**config.mk**
```make
export PLATFORM = sky130hd
export DESIGN_NAME = fpss_div_chain
export DESIGN_NICKNAME = d
export VERILOG_FILES = /design/src/design/fpss_pkg.sv /design/src/design/fpss_div_cell.sv /design/src/design/fpss_div_chain.sv
export SDC_FILE = /design/constraint.sdc
export NUM_CORES = 2
export LEC_CHECK = 0
export ABC_AREA = 1
export BUFFER_PORTS_ARGS = -buffer_cell sky130_fd_sc_hd__buf_2
export CAP_MARGIN = 5
export CORE_ASPECT_RATIO = 0.6
export CORE_UTILIZATION = 40
export CTS_CLUSTER_DIAMETER = 60
export CTS_CLUSTER_SIZE = 40
export DETAILED_ROUTE_END_ITERATION = 8
export GPL_TIMING_DRIVEN = 0
export HOLD_SLACK_MARGIN = 0.12
export SYNTH_ARGS = -nofsm -noshare
export SYNTH_HDL_FRONTEND = slang
export SYNTH_HIERARCHICAL = 1
export SYNTH_SLANG_ARGS = --single-unit
```
**constraint.sdc**
```tcl
create_clock -name clk -period 3.5 [get_ports clk]
set_clock_uncertainty 0.05 [all_clocks]
set_input_delay 0 -clock clk [delete_from_list [all_inputs] [get_ports clk]]
set_output_delay 0 -clock clk [all_outputs]
set_load 0.02 [all_outputs]
```
**src/design/fpss_pkg.sv**
```systemverilog
// Shared request codes and the pair tag type for the fragment profile set similarity core.
package fpss_pkg;

  localparam logic [1:0] REQ_LOAD_LEFT  = 2'd0;
  localparam logic [1:0] REQ_LOAD_RIGHT = 2'd1;
  localparam logic [1:0] REQ_COMPUTE    = 2'd2;
  localparam logic [1:0] REQ_IGNORED    = 2'd3;

  // Control that travels with one left/right pair down the scoring pipeline.
  typedef struct packed {
    logic       valid;
    logic       last_col;
    logic       last_row;
    logic [1:0] flag_hits;
    logic [2:0] zero;
  } pair_tag_t;

endpackage

```
**src/design/fpss_div_cell.sv**
```systemverilog
// One cell of the scoring chain: one quotient bit for each of three count ratios.
module fpss_div_cell import fpss_pkg::*; #(
  parameter int QW = 17
) (
  input  logic                 clk,
  input  logic                 rst,
  input  pair_tag_t            tag_in,
  input  logic [2:0][8:0]      t_in,
  input  logic [2:0][7:0]      hi_in,
  input  logic [2:0][QW-1:0]   q_in,
  input  logic [QW-1:0]        hyd_in,
  output pair_tag_t            tag_out,
  output logic [2:0][8:0]      t_out,
  output logic [2:0][7:0]      hi_out,
  output logic [2:0][QW-1:0]   q_out,
  output logic [QW-1:0]        hyd_out
);

  logic [2:0]      ge;
  logic [2:0][7:0] rem;
  logic [2:0][8:0] diff;

  always_comb begin
    for (int k = 0; k < 3; k++) begin
      ge[k]   = t_in[k] >= {1'b0, hi_in[k]};
      diff[k] = t_in[k] - {1'b0, hi_in[k]};
      rem[k]  = ge[k] ? diff[k][7:0] : t_in[k][7:0];
    end
  end

  // Only the valid bit is reset; the data fields simply follow it.
  always_ff @(posedge clk) begin
    if (rst) begin
      tag_out.valid <= 1'b0;
    end else begin
      tag_out.valid <= tag_in.valid;
    end
    tag_out.last_col  <= tag_in.last_col;
    tag_out.last_row  <= tag_in.last_row;
    tag_out.flag_hits <= tag_in.flag_hits;
    tag_out.zero      <= tag_in.zero;
    hyd_out           <= hyd_in;
    for (int k = 0; k < 3; k++) begin
      t_out[k]  <= {rem[k], 1'b0};
      hi_out[k] <= hi_in[k];
      q_out[k]  <= {q_in[k][QW-2:0], ge[k]};
    end
  end

endmodule

```
**src/design/fpss_div_chain.sv**
```systemverilog
// Row of division cells that turns min/max count pairs into fixed point ratios.
module fpss_div_chain import fpss_pkg::*; #(
  parameter int QW = 17
) (
  input  logic                 clk,
  input  logic                 rst,
  input  pair_tag_t            tag_in,
  input  logic [2:0][7:0]      lo_in,
  input  logic [2:0][7:0]      hi_in,
  input  logic [QW-1:0]        hyd_in,
  output pair_tag_t            tag_out,
  output logic [2:0][QW-1:0]   q_out,
  output logic [QW-1:0]        hyd_out
);

  pair_tag_t            tag_w [0:QW];
  logic [2:0][8:0]      t_w   [0:QW];
  logic [2:0][7:0]      hi_w  [0:QW];
  logic [2:0][QW-1:0]   q_w   [0:QW];
  logic [QW-1:0]        hyd_w [0:QW];

  assign tag_w[0] = tag_in;
  assign hi_w[0]  = hi_in;
  assign hyd_w[0] = hyd_in;
  assign t_w[0]   = {{1'b0, lo_in[2]}, {1'b0, lo_in[1]}, {1'b0, lo_in[0]}};
  assign q_w[0]   = '0;

  for (genvar c = 0; c < QW; c++) begin : g_cell
    fpss_div_cell #(.QW(QW)) u_cell (
      .clk    (clk),
      .rst    (rst),
      .tag_in (tag_w[c]),
      .t_in   (t_w[c]),
      .hi_in  (hi_w[c]),
      .q_in   (q_w[c]),
      .hyd_in (hyd_w[c]),
      .tag_out(tag_w[c+1]),
      .t_out  (t_w[c+1]),
      .hi_out (hi_w[c+1]),
      .q_out  (q_w[c+1]),
      .hyd_out(hyd_w[c+1])
    );
  end

  assign tag_out = tag_w[QW];
  assign q_out   = q_w[QW];
  assign hyd_out = hyd_w[QW];

endmodule

```
==> results <==
- The flow ran to the end, but the final reports show violations.
- The final reports fail on design-rule violations.
- The congestion estimate from routability-driven global placement came to 0.893.
- Dividing the detail-routed via count by the number of cells gives 4.39.
- Along the worst path, the maximum fanout reaches 9.
- The number of cells on the worst reg-to-reg path is 10.
- The count of boundary I/O pins is 151.
- Relative to the synthesized area, the layout overhead comes to 14.8%.
- Across the VDD grid, the largest voltage drop is 0.000398 V.
- In this run the post-CTS setup repair buffer count came out at 0.
- The final period demand of the worst path is between 2 and 3 ns.
- The final worst setup slack is 0.653 ns.
- STA classifies the critical path endpoint as a flip-flop.
- Summed over all layers, the global routing overflow is 0.
- The register clock-pin slew on the reported worst setup and hold paths is ~0.12 ns.
- The die width is slightly above 500 um.
- In this run the power density over the cells is 923 nW/um2.
- The via total after detailed routing is ~43k.
- The startpoint of the tightest hold check path is g_cell[1].u_cell/hyd_out[13]$_DFF_P_.
- After legalization and detailed placement, the total HPWL measured between 90000 and 100000 um.
- The count of placed standard cells in the final layout, fillers left out is 9848.
- Clock tree synthesis inserted a total of 94 buffers.
- The worst hold path passes through 0 cells.
- The final number of hold-violating endpoints is 0.
- The core region is 159000 um2.
- The mean routed wirelength per cell is 12.4 um.
- The number of maximum-capacitance constraint violations is 0.
- In the final layout, the share of cells above drive strength 1 is between 10% and 20%.
- Dividing the final minimum period by the clock period gives about four fifths.
- No sink is reached through more buffers than the 3 on the longest clock path.
- The cell count after synthesis is 7164.
- The CTS tree is done.
- The transition time of the tightest slew-check pin is 0.537 ns.
- The final-layout worst hold slack is 0.231 ns.
- The critical path required time is 4.14 ns.
- CTS built an H-tree with a depth of 3.
- The filler cells instantiated in the layout total 15.0k.
- The overall die height is 312 um.
- The worst-skew pair later-pin latency is 0.75 ns.
- The setup check on the worst reg-to-reg path leaves a slack of around 1.5 ns.
- The root cell of the clock tree is sky130_fd_sc_hd__clkbuf_16.
- The destination of the worst hold path is g_cell[2].u_cell/hyd_out[13]$_DFF_P_.
- Once placement completed, the tool counted placed cells totaling 9480.
- The category of the worst setup path launch point is an input port.
- The number of cells upsized or downsized after cts is 0.
- The number of antenna violations at the first check in global routing was 7.
- The total of endpoints with negative setup slack in the final report is 0.
- Setup repair after global routing left no endpoint under its margin.
- The clock net in this run drives a total of 1652 sinks.
- Entering global routing, the biggest net connects 41 pins.
- The final layout net count is 8171.
- The worst slack at placement is 1.49 ns.
- The die covers 162000 um2.
- The floorplan has roughly 110 rows.
- The remaining design rule violation count is 12.
- Hold repair after CTS inserted 191 buffers.
- Before antenna repair, the detailed router went through 9 iterations.
- The achievable clock frequency is 351 MHz.
- Measured on the finished design, the core utilization comes to 46.3%.
- The worst hold path belongs to the class reg2reg.
- The number of global-route vias before repair is 40.8k.
- The launch point of the worst reg-to-reg path is g_cell[3].u_cell/hi_out[6]$_DFF_P_.
- Each instance of the synthesized netlist takes up on average 8.94 um2.
- The number of DRC violations after detailed-routing iteration 0 is 2897.
- The endpoint of the worst-slack reg-to-reg timing path is g_cell[4].u_cell/t_out[8]$_DFF_P_.
- For the worst setup path, the data arrival time is 3.49 ns.
- Adding up every negative setup slack in the final design gives 0 ns.
- Wires add up to 123000 um.
- During placement, the flow inserted port buffers numbering 150.
- The launch point of the critical path is hi_in[8].
- The count of yosys warnings during synthesis is 6.
- The antenna violation net count after detailed routing is 0.
- The first global-routing pass estimated 206000 um of wire.
- The synthesized netlist occupies a cell area of roughly 64000 um2.
- The worst pin sits at a relative slew slack of 64.1%.
- The leakage dissipation is 37.4 nW.
- By startpoint and endpoint, the worst setup path is classified as in2reg.
- Across every metal layer, demand over resource in global routing totals 15.3%.
- The final max-slew violation count was 0.
- For this configuration, the core starts out at a cell density of 40.4%.
-- state kept, by name, indices dropped and copies added, names as in the netlist --
register	cells
g_cell.u_cell/hi_out	384
g_cell.u_cell/t_out	384
g_cell.u_cell/hyd_out	289
g_cell.u_cell/tag_out	136
g_cell.u_cell/q_out	459
-- stage by stage --
step,area (um2),power (mW)
2_1_floorplan,64200,47.7
3_5_place_dp,67600,53.9
5_1_grt,73500,73.5
3_3_place_gp,67600,53.5
6_report,73500,67.8
4_1_cts,73500,68.4
-- worst max-delay path, cell delays in order --
cell and delay [ns]:
sky130_fd_sc_hd__dlygate4sd3_1 0.53, sky130_fd_sc_hd__buf_2 0.12, sky130_fd_sc_hd__dlygate4sd3_1 0.58, sky130_fd_sc_hd__ha_1 0.33, sky130_fd_sc_hd__nand2_1 0.10, sky130_fd_sc_hd__nor2_2 0.04
sky130_fd_sc_hd__nand2_2 0.09, sky130_fd_sc_hd__nor2_4 0.05, sky130_fd_sc_hd__nor2_4 0.31, sky130_fd_sc_hd__nand3_1 0.12, sky130_fd_sc_hd__dlygate4sd3_1 0.57, sky130_fd_sc_hd__nand2_1 0.07
sky130_fd_sc_hd__dlygate4sd3_1 0.55
-- per-layer routing --
layer / up-vias / part of all wire [%] / routed length (um) / GRT usage [%]
met5: - / 0 / 0 / 0
met4: 0 / 1.8 / 2240 / 3.39
met3: 133 / 5.2 / 6420 / 2.45
met2: 812 / 36 / 44200 / 20.4
li1: 22900 / - / - / -
met1: 19300 / 57 / 69800 / 25.0
-- worst max-delay path by stage --
stage | endpoint | slack, ns | cells past startpoint
floorplan | g_cell[7].u_cell/t_out[26]$_DFF_P_ | 1.92 | 11
detailed placement | g_cell[4].u_cell/t_out[7]$_DFF_P_ | 1.49 | 10
CTS | g_cell[0].u_cell/t_out[10]$_DFF_P_ | 0.79 | 13
global route | g_cell[0].u_cell/t_out[10]$_DFF_P_ | 0.58 | 13
global placement | g_cell[4].u_cell/t_out[8]$_DFF_P_ | 1.52 | 10
finish | g_cell[0].u_cell/t_out[12]$_DFF_P_ | 0.65 | 13
-- cell type report --
class                           instances  area [um2]  share of cell area [%]
Antenna cell                            2        5.00                 0.00681
Buffer                                100         938                    1.28
Clock buffer                          101        2480                    3.38
Clock inverter                         74        1520                    2.07
Inverter                             1175        4410                    6.00
Multi-Input combinational cell       4276       25800                    35.1
Sequential cell                      1652       33100                    45.0
Tap cell                             2127        2660                    3.62
Timing Repair Buffer                  341        2660                    3.62
-- power breakdown --
group / internal, mW / switching (mW)
Sequential: 24.1 / 2.50
Clock: 6.09 / 7.79
Combinational: 10.3 / 17.1
Total: 40.4 / 27.4
-- cells in the final DEF (no fill, tap or decap), types with 74 or more instances in the layout --
| master | count |
|---|---|
| sky130_fd_sc_hd__a21oi_1 | 154 |
| sky130_fd_sc_hd__buf_2 | 150 |
| sky130_fd_sc_hd__clkbuf_16 | 98 |
| sky130_fd_sc_hd__dfxtp_1 | 1652 |
| sky130_fd_sc_hd__dlygate4sd3_1 | 191 |
| sky130_fd_sc_hd__ha_1 | 408 |
| sky130_fd_sc_hd__inv_1 | 1127 |
| sky130_fd_sc_hd__nand2_1 | 1909 |
| sky130_fd_sc_hd__nand2_2 | 233 |
| sky130_fd_sc_hd__nand2_4 | 74 |
| sky130_fd_sc_hd__nand3_1 | 673 |
| sky130_fd_sc_hd__nor2_1 | 213 |
| sky130_fd_sc_hd__xor2_1 | 96 |
Note: power is estimated with default switching activity, not from simulation.
